$ cat src/hw/rtl/lawd_pkg.sv
package lawd_pkg;

   localparam int NSLOT = 4;
   localparam int SRV_W = 2;
   localparam int CSR_IDX_W = 3;
   localparam int CSR_DATA_W = 48;

   // register indexes
   localparam logic [CSR_IDX_W-1:0] REG_SERVER3 = 3'd3;
   localparam logic [CSR_IDX_W-1:0] REG_LOW_THR = 3'd4;
   localparam logic [CSR_IDX_W-1:0] REG_HIGH_THR = 3'd5;
   localparam logic [CSR_IDX_W-1:0] REG_RETAIN_LIM = 3'd6;

   localparam logic [15:0] LOW_THR_RST = 16'd26214;
   localparam logic [15:0] HIGH_THR_RST = 16'd45875;
   localparam logic [15:0] RETAIN_LIM_RST = 16'd32768;

   localparam logic CMD_DISPATCH = 1'b0;
   localparam logic CMD_TICK = 1'b1;
   localparam logic KIND_DISPATCH = 1'b0;
   localparam logic KIND_TICK = 1'b1;

   localparam logic [1:0] BAND_LOW = 2'd0;
   localparam logic [1:0] BAND_MED = 2'd1;
   localparam logic [1:0] BAND_HIGH = 2'd2;

   // slope upper limit, signed Q.14
   localparam logic signed [18:0] SLOPE_MAX = 19'sd245760;

   // divider geometry
   localparam int DIV_W = 21;
   localparam int DIV_LO_W = 18;
   localparam int DIV_CNT_W = 5;

   typedef struct packed {
      logic        command;
      logic [15:0] request_tag;
      logic [15:0] request_load;
      logic [15:0] transfer_cost;
      logic [15:0] preparation_cost;
   } req_type;

   typedef struct packed {
      logic               result_kind;
      logic [15:0]        echo_tag;
      logic               placed;
      logic [1:0]         chosen_server;
      logic signed [39:0] best_cost;
      logic [15:0]        slot_load;
      logic [3:0]         retain_mask;
   } rsp_type;

   typedef struct packed {
      logic                  write_en;
      logic [CSR_IDX_W-1:0]  index;
      logic [CSR_DATA_W-1:0] data;
   } csr_type;

   typedef struct packed {
      logic                  start;
      logic [DIV_W-1:0]      hi;
      logic [DIV_LO_W-1:0]   lo;
      logic [DIV_CNT_W-1:0]  steps;
      logic [DIV_W-1:0]      den;
   } div_cmd_type;

   typedef enum logic [3:0] {
      ST_IDLE,
      ST_T_SUM,
      ST_T_LOAD,
      ST_T_LOADW,
      ST_T_SLOPE,
      ST_T_SLOPEW,
      ST_T_RAW,
      ST_T_WGT,
      ST_T_WGTW,
      ST_T_FIN,
      ST_D_PREP1,
      ST_D_PREP2,
      ST_D_MUL1,
      ST_D_MUL2,
      ST_D_ACC,
      ST_D_FIN
   } eng_state_type;

   function automatic logic signed [21:0] weight_base(input logic [1:0] band,
                                                       input logic [1:0] idx);
      logic signed [21:0] b;
      b = 22'sd2;
      unique case (idx)
         2'd0: b = (band == BAND_LOW) ? 22'sd10 : (band == BAND_MED) ? 22'sd8 : 22'sd6;
         2'd1: b = (band == BAND_LOW) ? 22'sd4 : (band == BAND_MED) ? 22'sd6 : 22'sd8;
         2'd2: b = 22'sd4;
         default: b = 22'sd2;
      endcase
      return b;
   endfunction

   function automatic logic signed [21:0] weight_k(input logic [1:0] band,
                                                    input logic [1:0] idx);
      logic signed [21:0] k;
      k = 22'sd0;
      if (band != BAND_LOW) begin
         unique case (idx)
            2'd0: k = 22'sd2;
            2'd1: k = (band == BAND_MED) ? 22'sd1 : 22'sd2;
            default: k = -22'sd1;
         endcase
      end
      return k;
   endfunction

endpackage

$ cat src/hw/rtl/lawd_fifo.sv
module lawd_fifo
   import lawd_pkg::*;
#(
   parameter int WIDTH = 8,
   parameter int DEPTH = 2
) (
   input  logic             clock,
   input  logic             reset,
   input  logic             push,
   input  logic [WIDTH-1:0] push_data,
   output logic             full,
   input  logic             pop,
   output logic [WIDTH-1:0] pop_data,
   output logic             empty
);
   localparam int PTR_W = (DEPTH > 1) ? $clog2(DEPTH) : 1;
   localparam int CNT_W = $clog2(DEPTH + 1);

   logic [WIDTH-1:0] mem_ff [DEPTH];
   logic [PTR_W-1:0] wr_ptr_ff, wr_ptr_in, rd_ptr_ff, rd_ptr_in;
   logic [CNT_W-1:0] count_ff, count_in;
   logic             do_push, do_pop;

   assign full     = (count_ff == CNT_W'(DEPTH));
   assign empty    = (count_ff == '0);
   assign do_push  = push && !full;
   assign do_pop   = pop && !empty;
   assign pop_data = mem_ff[rd_ptr_ff];

   always_comb begin
      wr_ptr_in = wr_ptr_ff;
      rd_ptr_in = rd_ptr_ff;
      count_in  = count_ff;
      if (do_push) begin
         wr_ptr_in = (wr_ptr_ff == PTR_W'(DEPTH - 1)) ? '0 : wr_ptr_ff + 1'b1;
      end
      if (do_pop) begin
         rd_ptr_in = (rd_ptr_ff == PTR_W'(DEPTH - 1)) ? '0 : rd_ptr_ff + 1'b1;
      end
      if (do_push && !do_pop) begin
         count_in = count_ff + 1'b1;
      end else if (do_pop && !do_push) begin
         count_in = count_ff - 1'b1;
      end
   end

   always_ff @(posedge clock) begin
      if (reset) begin
         wr_ptr_ff <= '0;
         rd_ptr_ff <= '0;
         count_ff  <= '0;
      end else begin
         wr_ptr_ff <= wr_ptr_in;
         rd_ptr_ff <= rd_ptr_in;
         count_ff  <= count_in;
      end
   end

   always_ff @(posedge clock) begin
      if (do_push) begin
         mem_ff[wr_ptr_ff] <= push_data;
      end
   end
endmodule

$ cat config.mk
export PLATFORM = sky130hd
export DESIGN_NAME = lawd_fifo
export DESIGN_NICKNAME = d
export VERILOG_FILES = /design/src/hw/rtl/lawd_pkg.sv /design/src/hw/rtl/lawd_fifo.sv
export SDC_FILE = /design/constraint.sdc
export NUM_CORES = 1
export LEC_CHECK = 0
export ABC_AREA = 0
export ABC_CLOCK_PERIOD_IN_PS = 2000
export BUFFER_PORTS_ARGS = -buffer_cell sky130_fd_sc_hd__buf_4
export CAP_MARGIN = 20
export CORE_ASPECT_RATIO = 1.25
export CORE_MARGIN = 1
export CORE_UTILIZATION = 48
export DETAILED_ROUTE_END_ITERATION = 10
export PLACE_DENSITY = 0.73
export SLEW_MARGIN = 20
export SYNTH_ARGS = -nofsm -noshare
export SYNTH_HDL_FRONTEND = slang
export SYNTH_SLANG_ARGS = --single-unit
$ cat constraint.sdc
create_clock -name clock -period 2 [get_ports clock]
set_input_delay 0.3 -clock clock [delete_from_list [all_inputs] [get_ports clock]]
set_output_delay 0.3 -clock clock [all_outputs]
set_load 0.02 [all_outputs]
After elaboration in Yosys (flattened, before gate mapping)
Memory sizes are Yosys's and may differ from the RTL's. A register that Yosys moved wholly into a read port is not among the register bits.
Index checks and enable logic that the tools add are counted.
W data, S select, Z words.
{"block": "op_classes", "muxes": 8, "n_eq_ne": 1, "n_addsub": 4, "reduce_logical": 10}
{"op": "$mux W1", "n": 6}
{"op": "$logic_and A1 B1 Y1", "n": 4}
{"op": "$logic_not A1 Y1", "n": 4}
{"op": "$mux W2", "n": 2}
{"op": "$add A1 B1 Y1 const B", "n": 2}
{"op": "$add A2 B1 Y2 const B", "n": 1}
{"op": "$eq A2 B2 Y1 const B", "n": 1}
{"op": "$logic_not A2 Y1", "n": 1}
{"op": "$reduce_bool A2 Y1", "n": 1}
{"op": "$sub A2 B1 Y2 const B", "n": 1}
{"block": "totals", "memories": 1, "output_inout_bits": 10, "word_cells": 27, "reg_bits": 4, "input_bits": 12, "ramBits": 16}
{"memory": "mem_ff", "words": 2, "width": 8, "read_ports": 1, "rd_clocked_by_memory_dff": 1, "write_ports": 1, "line_no": "lawd_fifo.sv:19", "text": "logic [WIDTH-1:0] mem_ff [DEPTH];"}

Logic depth before layout (Yosys ltp)
Gate-level depths: netlist of run 1.
{"block": "logic_depth", "word_depth": 7, "ltp_mapped": 6, "depth_no_buf": 6}

Worst setup path after synthesis of run 1
No wires, ideal clock.
{"block": "synth_timing", "path_kind": "register to register", "startpoint": "reg count_ff[1]", "endpoint": "reg count_ff[1]", "t_required_ns": 1.930, "period_less_slack_ns": 1.587, "n_path_buf": 0, "arrival_ns": 1.517, "setup_ns": 0.070, "slack_ns": 0.413, "stages_incl_launch_ff": 6, "path_cell_list": "dfxtp_1 -> nor2b_2 -> nor2_1 -> ha_1 -> or3_1 -> a21oi_1"}
{"block": "synth_via", "elab_chain_cells": 6, "word_cells_on_any_way": 15, "cone_classes": "2 x add/sub; 1 x eq/ne; 2 x mux; 10 x reduce/logical"}
{"element": "from (decl)", "line_no": "lawd_fifo.sv:21", "text": "logic [CNT_W-1:0] count_ff, count_in;"}
{"element": "from (signal assigned)", "line_no": "lawd_fifo.sv:55", "text": "count_ff <= count_in;"}
{"element": "$eq A2 B2 Y1 (*)", "line_no": "lawd_fifo.sv:24", "text": "assign full = (count_ff == CNT_W'(DEPTH));"}
{"element": "named net full", "line_no": "lawd_fifo.sv:11", "text": "output logic full,"}
{"element": "$logic_not A1 Y1 (*)", "line_no": "lawd_fifo.sv:26", "text": "assign do_push = push && !full;"}
{"element": "$logic_and A1 B1 Y1 (*)", "line_no": "lawd_fifo.sv:26"}
{"element": "$logic_not A1 Y1", "line_no": "lawd_fifo.sv:42", "text": "end else if (do_pop && !do_push) begin"}
{"element": "$logic_and A1 B1 Y1", "line_no": "lawd_fifo.sv:42"}
{"element": "$reduce_bool A2 Y1 (no source line)"}
The timed path passes the listed nets; every way through them passes the cells marked *. The select of a mux whose other input is x is not followed.
A chain may end at the register's enable or synchronous reset.

==> summary.md, run 1 <==
The flow ran to the end, and the final reports show no timing, DRC or antenna violations. Summing all placed instances gives a cell area of 968.4 µm². For the met2 global-route usage, the log shows 0.2169. The kind of cell with the highest combined delay along the critical path is flip-flops. The commonest cells after synthesis are 16 x sky130_fd_sc_hd__edfxtp_1, 8 x sky130_fd_sc_hd__mux2_2, 5 x sky130_fd_sc_hd__dfxtp_1, 5 x sky130_fd_sc_hd__nor2_1. The tools report the terminating pin of the worst hold path as mem_ff[1][2].

For the utilization after layout, the log shows 0.6370. The fraction of post-synthesis cell area in the top cell type by area came out at 0.6057. The critical path goes through mux2_2 -> buf_4. For this design the top-level I/O count stands at 22.

The logs give 0 for the max-slew violation count and 3 for the number of buffers inserted during clock tree synthesis. Data required time of the worst path: 1.70 ns. Sorting the synthesized cells by area gives the leading types as sky130_fd_sc_hd__edfxtp_1 61%, sky130_fd_sc_hd__dfxtp_1 13%, sky130_fd_sc_hd__mux2_2 11%.

The count of final setup violators was 0; the power density relative to cell area was 1261 nW/µm². TritonCTS built the clock tree. The layout has 123 filler cells. For this block, the routed nets add up to 1168 µm of wire.

The yosys synthesis warning count was 0. The average cell area after synthesis is 15.87 µm². Setup repair after global routing left no endpoint under its margin.

Setup total negative slack on the finished layout was measured at 0 ns. The synthesized netlist occupies a cell area of 793.3 µm². Synthesis produced 50 cells.

The buffers plus inverters on the worst setup path was 1. The logs give 4 for the count of TritonRoute iterations in the first routing pass and 596.3 MHz for the maximum clock frequency. At the pin with the least slew margin, the transition time is 0.3772 ns.

At the end of the flow, the number of nets in the layout was 88. CTS saw 21 sinks. The synthesized design spends more area on one cell type than any other, namely sky130_fd_sc_hd__edfxtp_1.

The area of the multi-input gates was 200.2 µm²; the maximum fanout along the worst path was 8. The tools report the endpoint class of the critical path as a primary output. The floorplan step defined a die boundary enclosing 1820 µm². Summed over all layers, the global routing overflow is 0.

The number of cells on the worst hold path is 1, and the number of setup buffers added after CTS is 0. The largest individual stage delay along the critical path comes from the cell sky130_fd_sc_hd__dfxtp_1. Once the clock tree was built, the resizer swapped 0 gates to a different size. The final worst-path cycle share was 0.8385. Die width: 38.36 µm. Share of synthesized registers carrying an async set or reset: 0. The prevailing post-synth register cell was sky130_fd_sc_hd__edfxtp_1. The netlist uses 13 different library cells. The first global-routing pass estimated 1649 µm of wire. In the final routed layout, each cell accounts on average for 12.70 µm.

The initialized floorplan defines 16 standard-cell rows. The logs give 1 for the deepest level of the CTS H-tree and 0.1434 for the overall track demand over capacity in global routing. During placement, the flow inserted port buffers numbering 21. Clock-pin slew was measured on the worst setup and hold paths at 0.10 ns. The number of antenna diodes in the final layout is 0. The number of global-route vias before repair is 384.

The tools report the worst reg2reg path startpoint as count_ff[0]. For the met3 capacity usage during global routing, the log shows 0.04186. The effective utilization at floorplan came out at 0.5080.

Destination of the worst register-to-register timing path: count_ff[1]. The number of hold-slack violations in the final timing report was 0; the height of the die was 47.45 µm. After detailed routing, the number of vias per cell comes to 4.902. The clock arrives with 0.001174 ns of skew. The core region is 1562 µm². For the post-synthesis sequential area ratio, the log shows 0.7319.

The number of buffers on the longest clock path was 2. The logic depth of the worst register-to-register path was 4. The tools report the area taken by flip-flops and latches as 580.6 µm².

The run gives 0.1672 as the global routing usage on met1. The worst relative slew slack was 0.7485. sky130_fd_sc_hd__edfxtp_1 is the most common cell in the netlist.

The final route contains 451 vias. The DRC violations left was 0. The share of layout cells above drive strength 1 is 0.4459, and the worst ir drop on vdd is 0.6520 mV. Critical path class: reg -> out. In this run the remaining antenna-violating nets after routing total 0. The area growth from synthesis to layout is 25.39%.

The buffer cell driving the clock tree root was sky130_fd_sc_hd__clkbuf_4. The tools report the start point of the worst hold path as push_data[2]. The first-iteration detailed-routing DRC count was 4; the final critical path time including I/O delays and setup was 1.677 ns. The logs give 858.1 µm for the half-perimeter wire length of the detailed placement result and 0.0003958 µW for the total leakage power. The insertion delay of the later-clocked pin in the worst-skew pair was 0.29 ns; the net count after synthesis was 63. The design draws 1254 µW. At the worst endpoint, the arrival time is 1.38 ns. The worst register-to-register path has a setup slack of 0.42 ns.

The worst setup path is launched from a register. The congestion estimate from routability-driven global placement came to 0.6096. The tool flagged a number of max-cap violations equal to 0. The path class of the tightest hold or removal check is in -> reg. The maximum single-stage delay on the critical path is 0.55 ns, and the number of flip-flops and latches in the synthesized netlist is 21. The quantity of hold-fixing buffers added after cts came out at 0. Most heavily used metal layer in global routing: met2. Entering global routing, the biggest net connects 12 pins. The tools report the number of antenna violations at the first check in global routing as 0. The number of enable flip-flop cells after synthesis works out to 16. After routing the design area is 994.7 µm².
-- where the power goes --
part	leakage, µW	internal [µW]	switching (µW)	total, µW
logic	0.000190	218	231	449
registers	0.000191	557	57.1	614
clock network	0.0000150	77.6	114	191
-- area by class of cell --
cell class,instances,share of cell area
sequential,21,0.5836
multi-input combinational,26,0.2013
timing repair buffer,21,0.1585
clock buffer,4,0.02642
tap,18,0.02264
inverter,2,0.007547
-- routing by layer --
layer,part of all wire,vias to the layer above,wire length (µm)
met5,0,-,0
met2,0.51,15,590
li1,-,228,-
met4,0.010,0,12
met1,0.42,206,495
met3,0.060,2,70
-- cell families (layout without fill, tap and decap cells) --
family / after synthesis / after routing / synth area share
AOI/OAI and AO/OA: 5 / 5 / 0.03154
adders and majority gates: 1 / 1 / 0.01577
and+or+nand+nor: 9 / 9 / 0.05837
muxes: 8 / 8 / 0.1136
buffers and inverters: 3 / 27 / 0.01577
DFF: 21 / 21 / 0.7319
xor gates and xnor gates: 3 / 3 / 0.03313
-- registers in the layout, indices dropped and copies added, names as in the netlist, named ones only --
| register | flops |
|---|---|
| rd_ptr_ff | 1 |
| mem_ff | 16 |
| wr_ptr_ff | 1 |
| count_ff | 2 |
-- layout by cell type, fill, tap and decap left out --
cell type / count
sky130_fd_sc_hd__or3_1: 2
sky130_fd_sc_hd__xor2_1: 3
sky130_fd_sc_hd__and2_1: 1
sky130_fd_sc_hd__nor2b_2: 1
sky130_fd_sc_hd__a21oi_1: 2
sky130_fd_sc_hd__inv_1: 2
sky130_fd_sc_hd__edfxtp_1: 16
sky130_fd_sc_hd__nor2_1: 5
sky130_fd_sc_hd__ha_1: 1
sky130_fd_sc_hd__dfxtp_1: 5
sky130_fd_sc_hd__clkbuf_4: 3
sky130_fd_sc_hd__o21ai_0: 3
sky130_fd_sc_hd__buf_4: 21
sky130_fd_sc_hd__mux2_2: 8
sky130_fd_sc_hd__clkbuf_1: 1
-- how the worst max path moves through the flow --
stage	slack [ns]	startpoint	cells past startpoint	end
6_report	0.32	register	2	pop_data[4]
5_1_grt	0.25	register	2	pop_data[2]
4_1_cts	0.29	register	2	pop_data[2]
3_5_place_dp	0.43	count_ff[0]	4	count_ff[1]
3_3_place_gp	0.51	count_ff[0]	4	count_ff[1]
2_1_floorplan	0.41	count_ff[1]	5	count_ff[1]
-- worst reg2reg max path: stages (launching register included) --
cell,delay [ns]
sky130_fd_sc_hd__dfxtp_1,0.38
sky130_fd_sc_hd__o21ai_0,0.31
sky130_fd_sc_hd__ha_1,0.32
sky130_fd_sc_hd__or3_1,0.38
sky130_fd_sc_hd__a21oi_1,0.14
-- stage by stage --
step | worst slack, ns | hold WS (ns) | cells
after floorplan | 0.4134 | 0.3691 | 50
after global placement | 0.5147 | 0.4714 | 88
after detailed placement | 0.4319 | 0.4797 | 88
after CTS | 0.2856 | 0.1707 | 92
after global routing | 0.2485 | 0.1713 | 92
final | 0.3230 | 0.1832 | 92
(Power assumes the default switching activity.)
==> run 2: changes to the inputs <==
--- a/config.mk
+++ b/config.mk
@@ -5,15 +5,15 @@
 export SDC_FILE = /design/constraint.sdc
 export NUM_CORES = 1
 export LEC_CHECK = 0
-export ABC_AREA = 0
-export ABC_CLOCK_PERIOD_IN_PS = 2000
+export ABC_AREA = 1
+export ABC_CLOCK_PERIOD_IN_PS = 1400
 export BUFFER_PORTS_ARGS = -buffer_cell sky130_fd_sc_hd__buf_4
 export CAP_MARGIN = 20
 export CORE_ASPECT_RATIO = 1.25
 export CORE_MARGIN = 1
-export CORE_UTILIZATION = 48
+export CORE_UTILIZATION = 44
 export DETAILED_ROUTE_END_ITERATION = 10
-export PLACE_DENSITY = 0.73
+export PLACE_DENSITY = 0.7
 export SLEW_MARGIN = 20
 export SYNTH_ARGS = -nofsm -noshare
 export SYNTH_HDL_FRONTEND = slang
==> constraint.sdc (replaced) <==
create_clock -name clock -period 1.4 [get_ports clock]
set_input_delay 0.21 -clock clock [delete_from_list [all_inputs] [get_ports clock]]
set_output_delay 0.21 -clock clock [all_outputs]
set_load 0.02 [all_outputs]
==> run 2 against run 1 <==
  * The flow now finishes with violations (setup timing)
  * Register-to-register slack lost 0.32 ns
  * Setup slack lost 0.33 ns
  * Combinational power grew 86%
  * Critical endpoint is now pop_data[1]
  * Die area grew 13%
  * Clock skew grew 0.0074 ns
  * Core utilization grew 0.51 points
  * Highest routed layer unchanged
  * Final area grew 14%
  * Clock power grew 47%
==> summary.md, run 2 <==
The overall die area was 2061 µm². Counting I/O delays and the setup requirement, the final critical path takes 1.411 ns. The share of synthesized registers carrying an async set or reset works out to 0. The tools report the worst relative slew slack as 0.8729. In this design, the largest share of critical-path delay is due to flip-flops.

The pin count of the biggest net entering global routing came out at 12. For the antenna diode instance count, the log shows 0. The design draws 1999 µW. In the post-synthesis netlist, the cell with the most instances is sky130_fd_sc_hd__edfxtp_1.

The longest clock path from root to sink contains 2 buffers. In the layout the commonest cells are 18 x sky130_fd_sc_hd__buf_4, 16 x sky130_fd_sc_hd__edfxtp_1, 9 x sky130_fd_sc_hd__nor2_1, 8 x sky130_fd_sc_hd__mux2_4, 8 x sky130_fd_sc_hd__buf_6. The routed wirelength normalized by instance count was 12.45 µm. The count of port buffers added during placement came out at 21. The start point of the worst hold path is push_data[2]. The final worst-path cycle share was 1.008.

In this run, CTS created clock tree buffers numbering 3. After routing, the total negative slack on setup checks comes to -0.02726 ns. Counting flops with a built-in enable in the synthesized netlist gives 16. The critical path is of the reg -> out type. The number of cells on the worst hold path was 1; the quantity of hold-fixing buffers added after cts was 0. The worst setup path is captured at a primary output. The unique cell type count in the Yosys netlist came out at 16.

The flow ran to the end, but the final reports show violations. The count of nets after finishing was 105. For the utilization after layout, the log shows 0.6421.

In this design, the stage delay of the slowest critical-path cell is 0.45 ns. The number of cells on the worst reg-to-reg path is 9. By area the synthesized netlist is led by sky130_fd_sc_hd__edfxtp_1 58%, sky130_fd_sc_hd__dfxtp_1 12%, sky130_fd_sc_hd__mux2_2 11%. Register with the highest flop count: mem_ff. The placer's final routability congestion estimate was 0.6851; the buffers plus inverters on the worst setup path was 1. The sequential cell fraction of total power is 0.443, and the final worst clock skew is 0.008572 ns.

The checks that failed: setup timing. The power share of the clock group was 0.140. The critical path goes through mux2_4 -> buf_6.

For flop-to-flop paths, the worst setup slack is 0.10 ns. The min-delay analysis places its worst path in the category in -> reg. From bottom edge to top edge, the die measures 50.51 µm. The register clock-pin slew on the reported worst setup and hold paths came out at 0.11 ns.

TritonCTS built the clock tree. The floorplan has 17 rows. Leaving out fill and tap cells, the most frequent cell in the layout is sky130_fd_sc_hd__buf_4.

For this run, the top clock speed supported by timing is 708.9 MHz. The die is 40.81 µm wide. The insertion delay of the later-clocked pin in the worst-skew pair is 0.30 ns. STA puts the critical path data arrival time at 1.20 ns.

The net count after synthesis is 75. The power density relative to cell area was 1764 nW/µm². Global routing finished with a remaining overflow of 0.

Count of TritonRoute iterations in the first routing pass: 4. The effective utilization at floorplan was 0.4692. The worst setup path is launched from a register.

Setup repair after global routing could not meet its margin everywhere. Once placement finished, the instance area stood at 1035 µm². The data required time of the worst path was 1.19 ns. Along the worst path, the maximum fanout reaches 8.

The tools report the number of antenna violations at the first check in global routing as 0. Across the run, the number of max-cap violations was 0. The power spent charging and discharging nets came out at 649.4 µW. The sequential cells in the finished layout cover a total of 585.6 µm². Pin placement for this block handled 22 I/O pins. The wire length of the first global-routing pass was 2111 µm. The synthesized netlist occupies a cell area of 828.3 µm².

The prevailing post-synth register cell is sky130_fd_sc_hd__edfxtp_1. The fraction of post-synthesis cell area in the top cell type by area is 0.5801. In the final layout, the multi-input gates occupy 239.0 µm².

Setup violations remaining at the end of the flow were counted as 8. The number of global-route vias before repair came out at 527. The cell taking the most area after synthesis is sky130_fd_sc_hd__edfxtp_1.

In this run the critical register-to-register path is captured at count_ff[1]. The number of hold-slack violations in the final timing report was 0. The cell with the largest stage delay on the worst path is sky130_fd_sc_hd__dfxtp_4.

The deepest level of the CTS H-tree is 1, and the cell area after layout is 1134 µm². In the routed design, unresolved DRC markers number 0. The buffer cell driving the clock tree root was sky130_fd_sc_hd__clkbuf_4. Max-slew violation count: 0. Portion of total power attributed to combinational logic: 0.417. The average via count per standard cell was 4.973. In the synthesized netlist, the number of instances is 62. CTS saw 21 sinks.

The post-detailed-route count of antenna-violating nets was 0; the average cell area after synthesis was 13.36 µm². The half-perimeter wire length of the detailed placement result came out at 984.4 µm. The internal portion of total power was 1350 µW; the area growth from synthesis to layout was 36.86%. The first routing iteration left 10 violations. The largest registers in the layout are mem_ff x16, count_ff x2. By count the netlist is led by 16 x sky130_fd_sc_hd__edfxtp_1, 9 x sky130_fd_sc_hd__nor2_1, 8 x sky130_fd_sc_hd__mux2_2, 7 x sky130_fd_sc_hd__inv_1, 5 x sky130_fd_sc_hd__dfxtp_1.

The register with the most flip-flops in the layout has 16 of them. The tools report the terminating pin of the worst hold path as mem_ff[1][2]. The wire length reported by the detailed router came out at 1369 µm. The tools report the worst reg2reg path startpoint as count_ff[1]. The filler cells instantiated in the layout total 136. For the number of vias after detailed routing, the log shows 547. The share of layout cells above drive strength 1 was 0.5055. In this run the static leakage power is 0.0004869 µW. Synthesis inferred 21 register bits. For the pin with the worst max-slew slack, the measured transition is 0.1904 ns. The overall track demand over capacity in global routing is 0.1564, and the switching share of power is 0.3248. VDD sags by at most 0.9622 mV. In this run the standard cell core region covers 1765 µm².

The Yosys step of the flow raised 0 warnings. Worst setup slack after layout: -0.01063 ns. The post-synthesis sequential area ratio came out at 0.7009.
-- run 2: cell count changes in the layout (fill, tap and decap cells not counted), sizes merged, moves of 3 or more --
| cell | before | now |
|---|---|---|
| buf | 21 | 26 |
| inv | 2 | 9 |
| nor2 | 5 | 9 |
| nand2 | 0 | 4 |
| xor2 | 3 | 0 |
-- run 2: worst reg2reg max path, cell delays in order (launching register included) --
cell and delay [ns]:
sky130_fd_sc_hd__dfxtp_2 0.35, sky130_fd_sc_hd__inv_2 0.05, sky130_fd_sc_hd__o21ai_2 0.18, sky130_fd_sc_hd__inv_2 0.05, sky130_fd_sc_hd__ha_1 0.28, sky130_fd_sc_hd__inv_2 0.08
sky130_fd_sc_hd__nand3_1 0.08, sky130_fd_sc_hd__nand2_1 0.07, sky130_fd_sc_hd__inv_1 0.03, sky130_fd_sc_hd__nor2_1 0.08
-- run 2: per-stage QoR --
step,hold slack [ns],instances,setup WS (ns)
finish,0.08731,110,-0.01063
global route,0.06892,110,-0.05562
CTS,0.07924,109,-0.02802
detailed placement,0.4013,105,0.07887
global placement,0.3958,105,0.1159
floorplan,0.3089,62,0.07879
-- run 2: kinds of logic after synthesis --
| logic type | Yosys count | share of synthesized area |
|---|---|---|
| AO/OA/AOI/OAI | 6 | 0.04531 |
| adder cells (fa/ha/maj) | 1 | 0.01510 |
| buffers and inverters | 10 | 0.04683 |
| flip-flops | 21 | 0.7009 |
| multiplexers | 8 | 0.1088 |
| AND/OR/NAND/NOR | 16 | 0.08307 |
-- run 2: power groups by stage --
stage	sequential [µW]	clock, µW	combinational (µW)
6_report	885	280	834
5_1_grt	907	312	918
4_1_cts	883	290	821
3_5_place_dp	881	0	727
3_3_place_gp	872	0	713
2_1_floorplan	861	0	459
-- run 2: timing repair --
action                     4_1_cts  5_1_grt
buffers inserted                 0        1
pin swaps                        0        2
gates resized for setup         18        3
setup endpoints to repair        8       10
-- run 2: how the worst max path moves through the flow --
stage | cells past startpoint | slack [ns] | endpoint | startpoint
global route | 2 | -0.06 | pop_data[0] | register
detailed placement | 8 | 0.08 | count_ff[1] | count_ff[0]
floorplan | 2 | 0.08 | mem_ff[1][0] | count_ff[0]
CTS | 2 | -0.03 | pop_data[1] | register
finish | 2 | -0.01 | pop_data[1] | register
global placement | 2 | 0.12 | pop_data[5] | register
-- run 2: routing by layer --
layer / part of all wire / vias up / track usage
li1: - / 273 / -
met1: 0.39 / 256 / 0.1742
met2: 0.54 / 16 / 0.2630
met3: 0.042 / 2 / 0.02655
met4: 0.020 / 0 / 0.08333
met5: 0 / - / 0
-- run 2: final cells by class --
class                           count  share of cell area
Sequential cell                    21              0.5166
Multi-Input combinational cell     31              0.2108
Timing Repair Buffer               26              0.1987
Inverter                            9             0.02980
Clock buffer                        4             0.02318
Tap cell                           19             0.02097
==> run 3: changes to the inputs <==
--- a/config.mk
+++ b/config.mk
@@ -14,6 +14,7 @@
 export CORE_UTILIZATION = 44
 export DETAILED_ROUTE_END_ITERATION = 10
 export PLACE_DENSITY = 0.7
+export RECOVER_POWER = 100
 export SLEW_MARGIN = 20
 export SYNTH_ARGS = -nofsm -noshare
 export SYNTH_HDL_FRONTEND = slang
==> run 3 against run 2 <==
  * Clock power barely moved
  * First-iteration DRC count is 30% lower
  * Routed wire length decreased by 0.29%
  * Sequential share of layout area up 0.52 points
  * Worst hold slack gained 0.023 ns
  * Sequential power about the same
  * Setup slack worse by 0.0010 ns
  * Critical path type unchanged
  * Largest power group unchanged
  * Count of clock-buffer cells in the layout did not move
  * The run still ends with setup timing left
  * Via count is 0.73% higher
  * Final cell count unchanged
  * Total power decreased by 2.1%
==> summary.md, run 3 (synthesis results as in run 2) <==
Clock latency on the worst-skew pair, taken at its later pin, is 0.30 ns. The share of layout cells above drive strength 1 is 0.4835. The number of global-route vias before repair was 527; the half-perimeter wire length of the detailed placement result was 984.4 µm. Of all nets on the critical path, the largest fanout is 8.

The congestion estimate from routability-driven global placement came to 0.6851. Height of the die: 50.51 µm. The worst setup path is launched from a register. The worst setup path is captured at a primary output. TritonCTS built the clock tree.

The floorplan has 17 rows. The core footprint was 1765 µm²; the total leakage power was 0.0004796 µW. Leaving out fill and tap cells, the most frequent cells in the layout are 16 x sky130_fd_sc_hd__edfxtp_1, 12 x sky130_fd_sc_hd__clkbuf_4, 9 x sky130_fd_sc_hd__nor2_1, 8 x sky130_fd_sc_hd__mux2_4, 8 x sky130_fd_sc_hd__buf_6.

The register with the highest flop count is mem_ff. Count of TritonRoute iterations in the first routing pass: 4. Antenna diode instance count: 0. The register with the most flip-flops in the layout has 16 of them. The tool flagged a number of max-cap violations equal to 0. The wire length reported by the detailed router is 1365 µm. The flow ran to the end, but the final reports show violations. The area growth from synthesis to layout came out at 35.20%. The data arrival time of the critical path came out at 1.20 ns.

The DRC violations left is 0. The utilization after layout was 0.6343. Number of buffers on the longest clock path: 2. The tools report the destination of the worst register-to-register timing path as count_ff[1].

In the final design database the tool counted 105 nets. IR analysis of the VDD net gives a maximum drop of 0.9208 mV. The clock arrives with 0.007728 ns of skew. The checks that failed: setup timing. The final worst-path cycle share was 1.008.

The critical path ends at pop_data[1]. Hold repair after CTS inserted 0 buffers. For the overall die area, the log shows 2061 µm².

For this design the ratio of total power to cell area is 1748 nW/µm². Once detail routing completed, the nets flagged for antenna violations numbered 0. The maximum clock frequency is 708.4 MHz, and the routed wirelength normalized by instance count is 12.41 µm. The slew at the pin closest to its max-slew limit is 0.2142 ns, and the aggregate global routing overflow is 0. The number of cells on the worst hold path is 1, and the max-slew violation count is 0. The worst path in the final design needs a cycle of 1.412 ns, including I/O delays and setup.

The tools report the number of buffers inserted during clock tree synthesis as 3. The aggregate negative setup slack is -0.04653 ns, and the deepest level of the CTS H-tree is 1. Clock sink total: 21.

STA puts the critical path data required time at 1.19 ns. Detailed routing inserted a total of 551 vias. Setup violations remaining at the end of the flow were counted as 8. The largest registers in the layout are mem_ff x16, count_ff x2. Setup repair after global routing could not meet its margin everywhere. Critical path class: reg -> out. The register clock-pin slew on the reported worst setup and hold paths is 0.11 ns. The overall track demand over capacity in global routing was 0.1564. Entering global routing, the biggest net connects 12 pins. Number of hold-slack violations in the final timing report: 0.

The run gives 0.8572 as the worst relative slew slack. The setup slack of the worst register-to-register path was 0.09 ns. The wire length of the first global-routing pass is 2111 µm. The logic depth of the worst register-to-register path was 9.

In this run the worst hold path is classified as in -> reg. The tree is rooted in a sky130_fd_sc_hd__clkbuf_4. In this run the critical register-to-register path is launched from count_ff[1]. The worst setup slack after layout came out at -0.01162 ns. Using the TritonRoute via totals, the vias-per-cell ratio works out to 5.009. From left edge to right edge, the die measures 40.81 µm. The run gives 142 as the fill cell instance count of the final layout. During I/O placement, the number of pins put on the boundary was 22. Count of port buffers added during placement: 21. The tools report the number of antenna violations at the first check in global routing as 0. The library cell used most frequently in the layout, excluding fill and tap cells, is sky130_fd_sc_hd__edfxtp_1. The effective utilization at floorplan was 0.4692; the first-iteration detailed-routing DRC count was 7.
run 3: cell count changes in the layout (fill, tap and decap cells not counted), sizes merged:
cell and delta:
buf -12, clkbuf +12
run 3: worst min path at each step:
stage | from | endpoint
floorplan | push_data[0] | mem_ff[0][0]
global placement | push_data[3] | mem_ff[1][3]
detailed placement | push_data[1] | mem_ff[1][1]
CTS | push_data[1] | mem_ff[0][1]
global route | push_data[1] | mem_ff[1][1]
finish | push_data[2] | mem_ff[1][2]
run 3: repair_timing:
action	4_1_cts	5_1_grt
setup endpoints to repair	8	10
resized for setup	18	3
pin swaps	0	2
setup buffers	0	1
run 3: worst max-delay path: stages (launching register included):
cell	delay (ns)
sky130_fd_sc_hd__dfxtp_4	0.45
sky130_fd_sc_hd__mux2_4	0.32
sky130_fd_sc_hd__buf_6	0.13
run 3: power breakdown:
group | internal (µW) | switching [µW] | leakage [µW]
sequential | 800 | 82.9 | 0.000191
combinational | 396 | 394 | 0.000273
clock | 111 | 172 | 0.0000150
total | 1310 | 650 | 0.000480
run 3: area by class of cell:
type | instances | area [µm²] | area share
clock buffers | 4 | 26.28 | 0.02346
inverters | 9 | 33.78 | 0.03017
multi-input cells | 31 | 236.5 | 0.2112
flip-flops and latches | 21 | 584.3 | 0.5218
well taps | 19 | 23.77 | 0.02123
repair buffers | 26 | 215.2 | 0.1922
run 3: per-stage QoR:
step                      cells  area (µm²)  total power [µW]  worst slack (ns)  hold slack [ns]
after floorplan              62       828.3              1319           0.07879           0.3089
after global placement      105        1035              1585            0.1159           0.3958
after detailed placement    105        1035              1608           0.07887           0.4013
after CTS                   109        1125              1993          -0.02802          0.07924
after global routing        110        1120              2092          -0.05562          0.09291
final                       110        1120              1957          -0.01162           0.1102
run 3: per-layer routing:
metal | part of all wire | GRT usage
met1 | 0.39 | 0.1742
met2 | 0.53 | 0.2630
met3 | 0.051 | 0.02655
met4 | 0.021 | 0.08333
met5 | 0 | 0
